$ cat src/rtl/ncf_pkg.sv
// Shared types and constants for the nearest centre finder.
`timescale 1ns / 1ps

package ncf_pkg;

  localparam int NUM_GROUPS = 8;
  localparam int GROUP_W    = 3;
  localparam int THRESH_W   = 40;
  localparam int CFG_IDX_W  = 3;
  localparam int TAG_IDX_W  = 8;
  localparam int OUT_IDX_W  = 6;
  localparam int OUT_DATA_W = 8;

  localparam logic [CFG_IDX_W-1:0] REG_THRESH_D1_PRI = 3'd0;
  localparam logic [CFG_IDX_W-1:0] REG_THRESH_D1_SEC = 3'd1;
  localparam logic [CFG_IDX_W-1:0] REG_THRESH_D2_PRI = 3'd2;
  localparam logic [CFG_IDX_W-1:0] REG_THRESH_D2_SEC = 3'd3;

  localparam logic [THRESH_W-1:0] THRESH_D1_PRI_RST = 40'd10504448;
  localparam logic [THRESH_W-1:0] THRESH_D1_SEC_RST = 40'd7862272;
  localparam logic [THRESH_W-1:0] THRESH_D2_PRI_RST = 40'd12657152;
  localparam logic [THRESH_W-1:0] THRESH_D2_SEC_RST = 40'd9387776;

  typedef enum logic [1:0] {
    CMD_APPEND = 2'd0,
    CMD_CLEAR  = 2'd1,
    CMD_QUERY  = 2'd2
  } cmd_t;

  typedef enum logic [1:0] {
    STATUS_FOUND = 2'd0,
    STATUS_DONE  = 2'd1,
    STATUS_FULL  = 2'd2,
    STATUS_EMPTY = 2'd3
  } status_t;

  typedef enum logic [2:0] {
    ST_IDLE,
    ST_CHK_RD,
    ST_CHK_WAIT,
    ST_SCAN,
    ST_RESULT
  } ctrl_state_t;

  // Travels with each centre read through the memory and distance pipeline.
  typedef struct packed {
    logic                 vld;
    logic                 last;
    logic [TAG_IDX_W-1:0] idx;
  } rd_tag_t;

  typedef struct packed {
    status_t              status;
    logic [OUT_IDX_W-1:0] entry_index;
    logic                 from_cache;
  } result_t;

endpackage

$ cat src/rtl/ncf_dist.sv
// Two-stage squared distance pipeline between a stored centre and the query point.
`timescale 1ns / 1ps

module ncf_dist #(
  parameter int COORD_BITS = 20
) (
  input  logic                        clk,
  input  logic                        rst,
  input  logic [3*COORD_BITS-1:0]     centre,
  input  logic signed [COORD_BITS-1:0] px,
  input  logic signed [COORD_BITS-1:0] py,
  input  logic signed [COORD_BITS-1:0] pz,
  input  ncf_pkg::rd_tag_t            tag_in,
  input  logic                        flush,
  output logic [2*COORD_BITS+3:0]     sq_dist,
  output ncf_pkg::rd_tag_t            tag_out
);

  localparam int SQ_W   = 2 * COORD_BITS + 2;
  localparam int DIST_W = SQ_W + 2;

  logic signed [COORD_BITS:0]  dx, dy, dz;
  logic signed [SQ_W-1:0]      mx, my, mz;
  logic [SQ_W-1:0]             sqx, sqy, sqz;
  ncf_pkg::rd_tag_t            tag_sq;

  always_comb begin
    dx = $signed({px[COORD_BITS-1], px})
       - $signed({centre[COORD_BITS-1], centre[COORD_BITS-1:0]});
    dy = $signed({py[COORD_BITS-1], py})
       - $signed({centre[2*COORD_BITS-1], centre[2*COORD_BITS-1:COORD_BITS]});
    dz = $signed({pz[COORD_BITS-1], pz})
       - $signed({centre[3*COORD_BITS-1], centre[3*COORD_BITS-1:2*COORD_BITS]});
    mx = dx * dx;
    my = dy * dy;
    mz = dz * dz;
  end

  always_ff @(posedge clk) begin
    sqx     <= $unsigned(mx);
    sqy     <= $unsigned(my);
    sqz     <= $unsigned(mz);
    sq_dist <= DIST_W'(sqx) + DIST_W'(sqy) + DIST_W'(sqz);
  end

  always_ff @(posedge clk) begin
    if (rst || flush) begin
      tag_sq  <= '0;
      tag_out <= '0;
    end else begin
      tag_sq  <= tag_in;
      tag_out <= tag_sq;
    end
  end

endmodule

$ cat config.mk
export PLATFORM = sky130hd
export DESIGN_NAME = ncf_dist
export DESIGN_NICKNAME = d
export VERILOG_FILES = /design/src/rtl/ncf_pkg.sv /design/src/rtl/ncf_dist.sv
export SDC_FILE = /design/constraint.sdc
export NUM_CORES = 2
export LEC_CHECK = 0
export ABC_AREA = 1
export BUFFER_PORTS_ARGS = -buffer_cell sky130_fd_sc_hd__buf_2
export CORE_ASPECT_RATIO = 0.5
export CORE_MARGIN = 4
export CORE_UTILIZATION = 35
export CTS_BUF_LIST = sky130_fd_sc_hd__clkbuf_8
export DETAILED_ROUTE_END_ITERATION = 8
export PLACE_DENSITY = 0.49
export SYNTH_ARGS = -nofsm -noshare
export SYNTH_HDL_FRONTEND = slang
export SYNTH_SLANG_ARGS = --single-unit
$ cat constraint.sdc
create_clock -name clk -period 11.3 [get_ports clk]
set_clock_uncertainty 0.2 [all_clocks]
set_input_delay 2.26 -clock clk [delete_from_list [all_inputs] [get_ports clk]]
set_output_delay 2.26 -clock clk [all_outputs]
set_load 0.01 [all_outputs]
==> impl_metrics.env <==
export IMPL_vias_per_cell=4.65
export IMPL_met2_usage=0.335
export IMPL_grt_util_met3=0.0317
export IMPL_drive_gt1_frac=0.0531
export IMPL_synth_edff_count=0
export IMPL_boundaryPins=187
export IMPL_grt_pass1_wl_um=282000
export IMPL_regToRegStartpoint="sqy[3]"
export IMPL_avgSynthCellArea_um2=8.05
export IMPL_hold_class="flop to flop"
export IMPL_syn_inst=7161
export IMPL_timing_hold_ws_ns=0.211
export IMPL_path_max_fanout=15
export IMPL_ant_nets=0
export IMPL_clk_pin_slew_ns=0.12
export IMPL_cts_buffers=17
export IMPL_finalMaxSlewViolations=0
export IMPL_core_area_um2=162000
export IMPL_wl_per_cell_um=18.4
export IMPL_cts_buffer_depth=2
export IMPL_drt_iter0_drc=2712
export IMPL_dr_pass1_iters=6
export IMPL_die_area_um2=172000
export IMPL_syn_to_final_growth_pct=7.63
export IMPL_ff2ff_setup_slack_ns=8.14
export IMPL_port_buffers=186
export IMPL_rsz0062_at_grt="no"
export IMPL_timing_hold_violations_final=0
export IMPL_worstSetupStartpoint="px[0]"
export IMPL_synth_cell_types=43
export IMPL_rr_worst_depth=7
export IMPL_use_met1=0.316
export IMPL_yosysWarnings=0
export IMPL_die_h_um=295
export IMPL_startpoint_type="input pin"
export IMPL_fin_crit_ns=10.34
export IMPL_cts_setup_buffers=0
export IMPL_slowest_stage="fa_1"
export IMPL_grt_ovfl_total=0
export IMPL_ys_seq_area_frac=0.0649
export IMPL_cts_sinks=187
export IMPL_insertion_delay_ns=0.65
export IMPL_async_reset_ff_frac=0
export IMPL_r2r_end="sq_dist[10]"
export IMPL_grtUsageTotal=0.214
export IMPL_required_ns=11.61
export IMPL_tns_ns=0
export IMPL_synth_flop_cell="dfxtp_1"
export IMPL_remaining_drc_errors=0
export IMPL_drv_cap=0
export IMPL_cts_tree="done"
export IMPL_num_fill_cells=17277
export IMPL_synth_area_um2=57600
export IMPL_rows=104
export IMPL_place_hpwl_um=155000
export IMPL_criticalPathCategory="input pin to flop"
export IMPL_worstSetupEndpoint="sqx[36]"
export IMPL_multi_input_area_um2=45800
export IMPL_finalSetupViolations=0
export IMPL_finalCritPeriodShare=0.915
export IMPL_synth_seq_cells=187
export IMPL_fin_util=0.382
export IMPL_timing_fmax_mhz=96.7
export IMPL_crit_arrival_ns=10.65
export IMPL_crit_top_cell="inv_1"
export IMPL_die_w_um=582
export IMPL_ff_latch_area_um2=3740
export IMPL_slowest_delay_ns=0.82
export IMPL_dr_total_vias=44463
export IMPL_cp_end_kind="flop"
export IMPL_grt_busiest_layer="met2"
export IMPL_status="completed"
export IMPL_cts_root_buf="clkbuf_8"
export IMPL_cts_resized=0
export IMPL_slew_limit_headroom=0.358
export IMPL_cts_hold_buf=0
export IMPL_tightest_slew_ns=0.960
export IMPL_fin_nets=9274
export IMPL_gp_congestion=0.943
export IMPL_grt_pass1_vias=48265
export IMPL_totalWireLength_um=177000
export IMPL_grt_max_degree=23
export IMPL_antenna_found_initial=2
export IMPL_h_tree_depth=4
export IMPL_start_util=0.355
worst min path at each step:
stage / from / to / slack, ns / cells past startpoint
floorplan: tag_sq[0] / tag_out[0] / 0.19 / 2
global placement: tag_sq[6] / tag_out[6] / 0.20 / 2
detailed placement: tag_sq[2] / tag_out[2] / 0.20 / 2
CTS: tag_sq[2] / tag_out[2] / 0.21 / 2
global route: tag_sq[2] / tag_out[2] / 0.22 / 2
finish: tag_sq[2] / tag_out[2] / 0.21 / 2
sequential cells by signal, indices dropped and copies added, names as in the netlist:
signal	flops
tag_sq	10
sq_dist	44
tag_out	10
sqz	41
sqy	41
sqx	41
area by class of cell:
cell class                      count  share of cell area
Sequential cell                   187              0.0603
Inverter                         2024               0.122
Multi-Input combinational cell   4860               0.739
Clock buffer                       18             0.00399
Clock inverter                     14             0.00208
Tap cell                         2173              0.0438
Timing Repair Buffer              294              0.0283
Antenna cell                        2           0.0000807
routing by layer:
layer | wire, um | vias up
met5 | 0 | -
met1 | 85900 | 21933
met2 | 77200 | 1102
met3 | 10400 | 127
met4 | 3020 | 0
li1 | - | 21301
Yosys cell counts (11+ instances only):
cell type	n	area, um^2
xor2_1	120	1050
nand2_2	11	68.8
nand3b_1	27	203
nor3_1	31	155
ha_1	471	5890
clkbuf_1	43	161
inv_1	2008	7540
a21o_1	15	113
nor2_1	785	2950
dfxtp_1	187	3740
fa_1	1286	25700
or2_2	15	93.8
nand3_1	204	1020
o21ai_0	141	706
nor2_2	17	106
a21oi_1	249	1250
o21bai_1	53	398
nand4_1	60	375
xnor2_1	58	508
a31oi_1	12	75.1
buf_2	32	160
nand2_1	1267	4760
through the flow:
stage	std cells	cell area, um^2	worst slack [ns]
6_report	9572	62000	0.961
5_1_grt	9571	62000	0.376
3_5_place_dp	9538	61700	0.470
2_1_floorplan	7163	57600	1.67
3_3_place_gp	9538	61700	0.489
4_1_cts	9570	62000	1.12
placed cells by master (no fill, tap or decap), drive strengths merged, types with 14 or more instances in the layout:
| cell type | netlist | routed |
|---|---|---|
| inv | 2017 | 2023 |
| nand3 | 207 | 207 |
| ha | 471 | 471 |
| fa | 1286 | 1286 |
| nand4 | 62 | 62 |
| clkbuf | 44 | 18 |
| o21ai | 143 | 143 |
| nand2 | 1278 | 1278 |
| buf | 48 | 294 |
| nor3 | 31 | 31 |
| xnor2 | 59 | 59 |
| or2 | 15 | 15 |
| nand3b | 27 | 27 |
| clkinv | 7 | 14 |
| a21oi | 249 | 249 |
| nor2 | 804 | 804 |
| o21bai | 53 | 53 |
| dfxtp | 187 | 187 |
| xor2 | 126 | 126 |
| a21o | 15 | 15 |
logic make-up (layout without fill, tap and decap cells):
group / after synthesis / in the layout / synth area share
buf+inv: 2116 / 2350 / 0.140
other cells: 1 / 5 / 0.0000651
flops: 187 / 187 / 0.0649
xor+xnor: 185 / 185 / 0.0296
compound gates: 483 / 483 / 0.0457
simple gates: 2432 / 2432 / 0.171
fa+ha+maj: 1757 / 1757 / 0.549
critical path: cells and delay by family:
kind	cells	cell delay (ns)
compound gates	4	0.71
fa+ha+maj	10	4.89
buf+inv	10	1.37
simple gates	10	1.39
Power is left out: the tool's default activity adds up to more than one toggle a clock period on the data nets, which glitch-free logic cannot reach.
