**src/rtl/ncf_pkg.sv**
```systemverilog
// Shared types and constants for the nearest centre finder.
`timescale 1ns / 1ps

package ncf_pkg;

  localparam int NUM_GROUPS = 8;
  localparam int GROUP_W    = 3;
  localparam int THRESH_W   = 40;
  localparam int CFG_IDX_W  = 3;
  localparam int TAG_IDX_W  = 8;
  localparam int OUT_IDX_W  = 6;
  localparam int OUT_DATA_W = 8;

  localparam logic [CFG_IDX_W-1:0] REG_THRESH_D1_PRI = 3'd0;
  localparam logic [CFG_IDX_W-1:0] REG_THRESH_D1_SEC = 3'd1;
  localparam logic [CFG_IDX_W-1:0] REG_THRESH_D2_PRI = 3'd2;
  localparam logic [CFG_IDX_W-1:0] REG_THRESH_D2_SEC = 3'd3;

  localparam logic [THRESH_W-1:0] THRESH_D1_PRI_RST = 40'd10504448;
  localparam logic [THRESH_W-1:0] THRESH_D1_SEC_RST = 40'd7862272;
  localparam logic [THRESH_W-1:0] THRESH_D2_PRI_RST = 40'd12657152;
  localparam logic [THRESH_W-1:0] THRESH_D2_SEC_RST = 40'd9387776;

  typedef enum logic [1:0] {
    CMD_APPEND = 2'd0,
    CMD_CLEAR  = 2'd1,
    CMD_QUERY  = 2'd2
  } cmd_t;

  typedef enum logic [1:0] {
    STATUS_FOUND = 2'd0,
    STATUS_DONE  = 2'd1,
    STATUS_FULL  = 2'd2,
    STATUS_EMPTY = 2'd3
  } status_t;

  typedef enum logic [2:0] {
    ST_IDLE,
    ST_CHK_RD,
    ST_CHK_WAIT,
    ST_SCAN,
    ST_RESULT
  } ctrl_state_t;

  // Travels with each centre read through the memory and distance pipeline.
  typedef struct packed {
    logic                 vld;
    logic                 last;
    logic [TAG_IDX_W-1:0] idx;
  } rd_tag_t;

  typedef struct packed {
    status_t              status;
    logic [OUT_IDX_W-1:0] entry_index;
    logic                 from_cache;
  } result_t;

endpackage

```
**src/rtl/ncf_ctrl.sv**
```systemverilog
// Command sequencer: group bookkeeping, thresholds, cache check and linear scan.
`timescale 1ns / 1ps

module ncf_ctrl #(
  parameter int ENTRIES_PER_GROUP = 64,
  parameter int COORD_BITS        = 20
) (
  input  logic                                 clk,
  input  logic                                 rst,
  input  logic                                 cfg_we,
  input  logic [ncf_pkg::CFG_IDX_W-1:0]        cfg_index,
  input  logic [ncf_pkg::THRESH_W-1:0]         cfg_data,
  input  logic                                 in_valid,
  output logic                                 in_ready,
  input  logic [1:0]                           in_cmd,
  input  logic [ncf_pkg::GROUP_W-1:0]          in_group,
  input  logic signed [COORD_BITS-1:0]         in_x,
  input  logic signed [COORD_BITS-1:0]         in_y,
  input  logic signed [COORD_BITS-1:0]         in_z,
  output logic                                 mem_we,
  output logic [$clog2(8*ENTRIES_PER_GROUP)-1:0] mem_waddr,
  output logic [3*COORD_BITS-1:0]              mem_wdata,
  output logic                                 mem_re,
  output logic [$clog2(8*ENTRIES_PER_GROUP)-1:0] mem_raddr,
  output ncf_pkg::rd_tag_t                     mem_tag,
  output logic                                 flush,
  output logic signed [COORD_BITS-1:0]         px,
  output logic signed [COORD_BITS-1:0]         py,
  output logic signed [COORD_BITS-1:0]         pz,
  input  logic [2*COORD_BITS+3:0]              sq_dist,
  input  ncf_pkg::rd_tag_t                     dist_tag,
  output logic                                 res_valid,
  input  logic                                 res_ready,
  output ncf_pkg::result_t                     res
);

  localparam int ADDR_W = $clog2(8 * ENTRIES_PER_GROUP);
  localparam int IDX_W  = (ENTRIES_PER_GROUP > 1) ? $clog2(ENTRIES_PER_GROUP) : 1;
  localparam int CNT_W  = $clog2(ENTRIES_PER_GROUP + 1);
  localparam int DIST_W = 2 * COORD_BITS + 4;
  localparam int CMP_W  = (DIST_W > ncf_pkg::THRESH_W) ? DIST_W : ncf_pkg::THRESH_W;
  localparam int OUT_IDX_PAD = ncf_pkg::OUT_IDX_W;

  ncf_pkg::ctrl_state_t state, state_next;

  logic [ncf_pkg::THRESH_W-1:0] thresh [4];
  logic [CNT_W-1:0]             count [ncf_pkg::NUM_GROUPS];
  logic [IDX_W-1:0]             last_idx [ncf_pkg::NUM_GROUPS];
  logic                         last_vld [ncf_pkg::NUM_GROUPS];

  logic [ncf_pkg::GROUP_W-1:0]  grp;
  logic [CNT_W-1:0]             n_reg;
  logic [CNT_W-1:0]             iss;
  logic                         have;
  logic [DIST_W-1:0]            best;
  logic [IDX_W-1:0]             idx_r;
  logic                         cached_r;
  ncf_pkg::status_t             status_r;

  logic                         accept;
  logic                         in_full;
  logic                         in_hit;
  logic [CMP_W-1:0]             d_ext, lim_ext, best_ext;
  logic                         better, stop, finish, chk_ok;
  logic [IDX_W-1:0]             tag_idx, idx_final;
  logic [IDX_W+OUT_IDX_PAD-1:0] idx_wide;

  function automatic logic [ADDR_W-1:0] slot(input logic [ncf_pkg::GROUP_W-1:0] g,
                                             input logic [IDX_W-1:0] i);
    return ADDR_W'(g) * ADDR_W'(ENTRIES_PER_GROUP) + ADDR_W'(i);
  endfunction

  always_comb begin
    accept    = (state == ncf_pkg::ST_IDLE) && in_valid;
    in_full   = (count[in_group] == CNT_W'(ENTRIES_PER_GROUP));
    in_hit    = last_vld[in_group] && (CNT_W'(last_idx[in_group]) < count[in_group]);
    mem_we    = accept && (in_cmd == ncf_pkg::CMD_APPEND) && !in_full;
    mem_waddr = slot(in_group, count[in_group][IDX_W-1:0]);
    mem_wdata = {in_z, in_y, in_x};

    d_ext     = CMP_W'(sq_dist);
    lim_ext   = CMP_W'(thresh[{grp[2], grp[0]}]);
    best_ext  = CMP_W'(best);
    tag_idx   = dist_tag.idx[IDX_W-1:0];
    chk_ok    = d_ext <= lim_ext;
    better    = !have || (d_ext < best_ext);
    stop      = better && (d_ext < lim_ext);
    finish    = 1'b0;
    idx_final = better ? tag_idx : idx_r;
  end

  // State register
  always_ff @(posedge clk) begin
    if (rst) begin
      state <= ncf_pkg::ST_IDLE;
    end else begin
      state <= state_next;
    end
  end

  always_comb begin
    state_next = state;
    in_ready   = 1'b0;
    mem_re     = 1'b0;
    mem_raddr  = slot(grp, last_idx[grp]);
    mem_tag    = '0;
    flush      = 1'b0;
    res_valid  = 1'b0;
    case (state)
      ncf_pkg::ST_IDLE: begin
        in_ready = 1'b1;
        if (in_valid) begin
          if ((in_cmd == ncf_pkg::CMD_QUERY) && (count[in_group] != '0)) begin
            state_next = in_hit ? ncf_pkg::ST_CHK_RD : ncf_pkg::ST_SCAN;
          end else begin
            state_next = ncf_pkg::ST_RESULT;
          end
        end
      end
      ncf_pkg::ST_CHK_RD: begin
        mem_re       = 1'b1;
        mem_tag.vld  = 1'b1;
        mem_tag.last = 1'b1;
        mem_tag.idx  = ncf_pkg::TAG_IDX_W'(last_idx[grp]);
        state_next   = ncf_pkg::ST_CHK_WAIT;
      end
      ncf_pkg::ST_CHK_WAIT: begin
        if (dist_tag.vld) begin
          state_next = chk_ok ? ncf_pkg::ST_RESULT : ncf_pkg::ST_SCAN;
        end
      end
      ncf_pkg::ST_SCAN: begin
        mem_raddr    = slot(grp, iss[IDX_W-1:0]);
        mem_re       = iss < n_reg;
        mem_tag.vld  = iss < n_reg;
        mem_tag.last = (iss == n_reg - CNT_W'(1));
        mem_tag.idx  = ncf_pkg::TAG_IDX_W'(iss[IDX_W-1:0]);
        if (dist_tag.vld && (stop || dist_tag.last)) begin
          // drop reads still in flight
          flush      = 1'b1;
          state_next = ncf_pkg::ST_RESULT;
        end
      end
      ncf_pkg::ST_RESULT: begin
        res_valid = 1'b1;
        if (res_ready) begin
          state_next = ncf_pkg::ST_IDLE;
        end
      end
      default: begin
        state_next = ncf_pkg::ST_IDLE;
      end
    endcase
  end

  // Thresholds
  always_ff @(posedge clk) begin
    if (rst) begin
      thresh[0] <= ncf_pkg::THRESH_D1_PRI_RST;
      thresh[1] <= ncf_pkg::THRESH_D1_SEC_RST;
      thresh[2] <= ncf_pkg::THRESH_D2_PRI_RST;
      thresh[3] <= ncf_pkg::THRESH_D2_SEC_RST;
    end else if (cfg_we) begin
      case (cfg_index)
        ncf_pkg::REG_THRESH_D1_PRI: thresh[0] <= cfg_data;
        ncf_pkg::REG_THRESH_D1_SEC: thresh[1] <= cfg_data;
        ncf_pkg::REG_THRESH_D2_PRI: thresh[2] <= cfg_data;
        ncf_pkg::REG_THRESH_D2_SEC: thresh[3] <= cfg_data;
        default: begin
        end
      endcase
    end
  end

  // Group bookkeeping
  always_ff @(posedge clk) begin
    if (rst) begin
      for (int g = 0; g < ncf_pkg::NUM_GROUPS; g++) begin
        count[g]    <= '0;
        last_idx[g] <= '0;
        last_vld[g] <= 1'b0;
      end
    end else begin
      if (accept) begin
        case (ncf_pkg::cmd_t'(in_cmd))
          ncf_pkg::CMD_APPEND: begin
            if (!in_full) begin
              count[in_group] <= count[in_group] + CNT_W'(1);
            end
          end
          ncf_pkg::CMD_CLEAR: begin
            count[in_group]    <= '0;
            last_idx[in_group] <= '0;
            last_vld[in_group] <= 1'b0;
          end
          default: begin
          end
        endcase
      end
      if ((state == ncf_pkg::ST_SCAN) && dist_tag.vld && (stop || dist_tag.last)) begin
        last_idx[grp] <= idx_final;
        last_vld[grp] <= 1'b1;
      end
    end
  end

  // Per-request working registers
  always_ff @(posedge clk) begin
    if (accept) begin
      grp      <= in_group;
      n_reg    <= count[in_group];
      px       <= in_x;
      py       <= in_y;
      pz       <= in_z;
      iss      <= '0;
      have     <= 1'b0;
      best     <= '0;
      idx_r    <= '0;
      cached_r <= 1'b0;
      case (ncf_pkg::cmd_t'(in_cmd))
        ncf_pkg::CMD_APPEND: status_r <= in_full ? ncf_pkg::STATUS_FULL : ncf_pkg::STATUS_DONE;
        ncf_pkg::CMD_QUERY: begin
          status_r <= (count[in_group] == '0) ? ncf_pkg::STATUS_EMPTY : ncf_pkg::STATUS_FOUND;
        end
        default: status_r <= ncf_pkg::STATUS_DONE;
      endcase
    end
    if ((state == ncf_pkg::ST_CHK_WAIT) && dist_tag.vld && chk_ok) begin
      idx_r    <= last_idx[grp];
      cached_r <= 1'b1;
    end
    if (state == ncf_pkg::ST_SCAN) begin
      if (mem_re) begin
        iss <= iss + CNT_W'(1);
      end
      if (dist_tag.vld && better) begin
        idx_r <= tag_idx;
        if (!stop) begin
          best <= sq_dist;
          have <= 1'b1;
        end
      end
    end
  end

  always_comb begin
    idx_wide        = {{OUT_IDX_PAD{1'b0}}, idx_r};
    res.status      = status_r;
    res.entry_index = idx_wide[ncf_pkg::OUT_IDX_W-1:0];
    res.from_cache  = cached_r | finish;
  end

endmodule

```
**config.mk**
```make
export PLATFORM = sky130hd
export DESIGN_NAME = ncf_ctrl
export DESIGN_NICKNAME = d
export VERILOG_FILES = /design/src/rtl/ncf_pkg.sv /design/src/rtl/ncf_ctrl.sv
export SDC_FILE = /design/constraint.sdc
export NUM_CORES = 1
export LEC_CHECK = 0
export ABC_AREA = 1
export BUFFER_PORTS_ARGS = -buffer_cell sky130_fd_sc_hd__buf_2
export CAP_MARGIN = 20
export CORE_MARGIN = 8
export CORE_UTILIZATION = 60
export CTS_BUF_LIST = sky130_fd_sc_hd__clkbuf_4
export CTS_CLUSTER_DIAMETER = 40
export DETAILED_ROUTE_END_ITERATION = 8
export PLACE_DENSITY = 0.95
export SYNTH_ARGS = -nofsm -noshare
export SYNTH_HDL_FRONTEND = slang
export SYNTH_SLANG_ARGS = --single-unit
export TNS_END_PERCENT = 100
```
**constraint.sdc**
```tcl
create_clock -name clk -period 8 [get_ports clk]
set_input_delay 1.2 -clock clk [delete_from_list [all_inputs] [get_ports clk]]
set_output_delay 1.2 -clock clk [all_outputs]
set_load 0.01 [all_outputs]
```
==> results.json <==
{
  "outcome": "completed",
  "timing.hold.worst.start": "cached_r",
  "grt_antenna_before_repair": 7,
  "critical_path.cell_chain": "buf_4, a21oi_1, a32o_1, ha_1, a21oi_1, o21a_1, nand3_1, nand2_1, nand3_1, nor2_1, nand2_2, nand2_4, nand2_1, nor2_1, buf_2",
  "cts_stage_hold_buffer_count": 0,
  "yosys_warnings": 0,
  "setup_viol": 0,
  "clock_sink_count": 409,
  "sequential_power_share": 0.453,
  "synth_seq_area_share": 0.555,
  "htree_num_levels": 3,
  "pwr_density_cell_mw_per_mm2": 238,
  "hpwl_mm": 43.0,
  "synth_seq_cells": 409,
  "setup_total_neg_slack_ns": 0,
  "unrepaired_setup_endpoints_after_global_routing": "false",
  "post_synth_inst_count": 2176,
  "die-height_um": 203,
  "hold_violations": 0,
  "netlist_top_cells_area": "edfxtp_1 49%, nand2_1 8.9%, dfxtp_1 6.2%, ha_1 5.9%, nor2_1 5.7%",
  "yosys.area.top_type": "edfxtp_1",
  "grt_max_degree": 92,
  "timing.critical_path.to_type": "primary output",
  "leakage_power_total_nw": 10.4,
  "tritoncts": "built",
  "synthToLayoutAreaGrowth_pct": 13.8,
  "cp_slowest_cell": "dfxtp_2",
  "ir_worst_vdd_mv": 0.166,
  "io_buffer_count": 324,
  "tritoncts.num_buffers": 100,
  "largest_reg_flops": 160,
  "totalWireLength_mm": 62.6,
  "finalClockSkew_ns": 0.0941,
  "synth_enable_flop_cells": 344,
  "syn_area_sq_mm": 0.0209,
  "switching_pwr_mw": 1.86,
  "internal_power_mw": 3.81,
  "fmax_mhz": 170,
  "combPwrFrac": 0.231,
  "clock_tree_root_driver_cell": "clkbuf_4",
  "placedCellCount": 2824,
  "final_cell_count_no_fill": 3020,
  "post_route_cells_drive_above_1_share": 0.235,
  "synth_top_flop_cell": "edfxtp_1",
  "worst_slew_margin_rel": 0.311,
  "path_clk_slew_ns": 0.07,
  "critPathRequiredTime_ns": 6.80,
  "layout_worst_path_cycle_share": 0.735,
  "min_path_type": "reg -> reg",
  "clk_pwr_share": 0.317,
  "synthesis.area_per_instance_sq_um": 9.62,
  "async_flop_share": 0,
  "crit_path_start_kind": "flop",
  "detail_route.drc_violations": 0,
  "most_flops_register": "thresh",
  "place_congestion": 0.969,
  "grt_pass1_wl_mm": 93.8,
  "synthDominantCellAreaShare": 0.493,
  "min_period_ns": 5.88,
  "critPathMaxFanout": 59,
  "swShare": 0.328,
  "slew_worst_pin_ns": 1.03,
  "total_power_mw": 5.66,
  "critical_path.max_stage_delay_ns": 0.89,
  "die_x_um": 203,
  "design.final.nets": 2741,
  "post_cts_buffers": 0,
  "criticalPathCategory": "reg -> out",
  "initial_core_util": 0.608,
  "synth.lib_cells_used.distinct": 54,
  "grt_pass1_vias": 17500,
  "core_sq_mm": 0.0345,
  "dr_total_vias": 17800,
  "final_max_slew_viol_count": 0,
  "num_io_pins": 329,
  "placement_rows": 68,
  "track_usage": 0.290,
  "clkLatencyLatePin_ns": 0.85,
  "cts_buffer_depth": 3,
  "vias_per_cell": 5.89,
  "reg.largest.list": "thresh: 160 flops, count: 56 flops, last_idx: 48 flops",
  "antenna_left": 0,
  "detail_route.first_pass.iterations": 7,
  "critical_path_arrival_ns": 4.68,
  "wire_per_inst_um": 20.7,
  "post_cts_sizing": 0,
  "maxCapViolCount": 0,
  "dr.first_iter.drc_count": 2225,
  "grt_remaining_overflow": 0,
  "fp.dieArea_sq_mm": 0.0411
}
==> metal layers <==
metal | global-route usage | routed length [um] | up-vias
met4 | 0.150 | 3080 | 8
met2 | 0.470 | 29400 | 1393
met3 | 0.0768 | 8030 | 279
met5 | 0 | 41 | -
li1 | - | - | 7927
met1 | 0.354 | 22000 | 8185
==> worst max-delay path: cells and delay by family, from the launching register on <==
kind,cells,cell delay (ns)
AND/OR/NAND/NOR,8,0.94
flip-flops,1,0.89
AO/OA/AOI/OAI,4,0.85
buffers and inverters,2,0.80
adder cells (fa/ha/maj),1,0.33
==> path summary, 6_finish.rpt <==
path	end	slack, ns	cells past startpoint
setup reg to reg	last_idx[2][0]	3.03	18
setup / recovery	flush	2.12	15
hold reg to reg	cached_r	0.46	2
hold / removal	cached_r	0.46	2
==> synthesized netlist by cell type, drive strengths merged, types with 7 or more instances <==
| cell type | n |
|---|---|
| clkbuf | 60 |
| a22oi | 7 |
| inv | 224 |
| a221oi | 8 |
| a31oi | 7 |
| a21oi | 125 |
| dfxtp | 65 |
| a32o | 39 |
| buf | 86 |
| nand4 | 18 |
| ha | 99 |
| nor2 | 339 |
| o21ai | 76 |
| o22ai | 7 |
| edfxtp | 344 |
| nor3 | 7 |
| nand3 | 102 |
| nand2 | 518 |
==> power by group through the flow <==
stage | sequential (mW) | clock (mW) | combinational [mW]
after floorplan | 2.59 | 0 | 0.808
after global placement | 2.60 | 0 | 1.17
after detailed placement | 2.61 | 0 | 1.24
after CTS | 2.56 | 1.80 | 1.26
after global routing | 2.57 | 1.91 | 1.40
final | 2.56 | 1.79 | 1.31
==> per-stage QoR <==
| stage | util | hold slack [ns] | area, sq um | worst slack, ns |
|---|---|---|---|---|
| after floorplan | - | 0.428 | 20900 | 3.89 |
| after global placement | 0.649 | 0.437 | 22400 | 2.54 |
| after detailed placement | 0.650 | 0.442 | 22400 | 2.76 |
| after CTS | 0.689 | 0.458 | 23700 | 2.18 |
| after global routing | 0.692 | 0.485 | 23800 | 1.92 |
| final | 0.692 | 0.461 | 23800 | 2.12 |
==> layout by cell type (no fill, tap or decap), types with 10 or more instances in the layout <==
master	instances
inv_2	21
a32o_1	39
a21oi_1	125
clkinv_2	12
clkinv_1	31
edfxtp_1	344
nand2_1	492
buf_4	12
ha_1	99
clkbuf_4	139
nand4_1	17
nand3_1	87
o21ai_0	73
buf_2	324
nor2_1	317
dfxtp_1	64
nand2_2	15
inv_1	201
nor2_2	13
nand3_4	10
==> kinds of logic (layout without fill, tap and decap cells) <==
logic type / Yosys count / after routing / share of synthesized area
buffers and inverters: 372 / 756 / 0.0832
xor gates and xnor gates: 8 / 8 / 0.00335
and+or+nand+nor: 996 / 996 / 0.212
adders and majority gates: 99 / 99 / 0.0592
DFF: 409 / 409 / 0.555
other: 1 / 6 / 0.000179
muxes: 8 / 8 / 0.00418
AOI/OAI and AO/OA: 283 / 283 / 0.0821
==> final cells by class <==
type / instances / area (sq um)
well taps: 455 / 569
clock inverters: 49 / 287
multi-input cells: 1396 / 7580
repair buffers: 342 / 1850
flip-flops and latches: 409 / 11600
clock buffers: 139 / 1040
inverters: 226 / 871
diodes: 4 / 10.0
fillers: 2306 / 10600
Note: power is estimated with default switching activity, not from simulation.
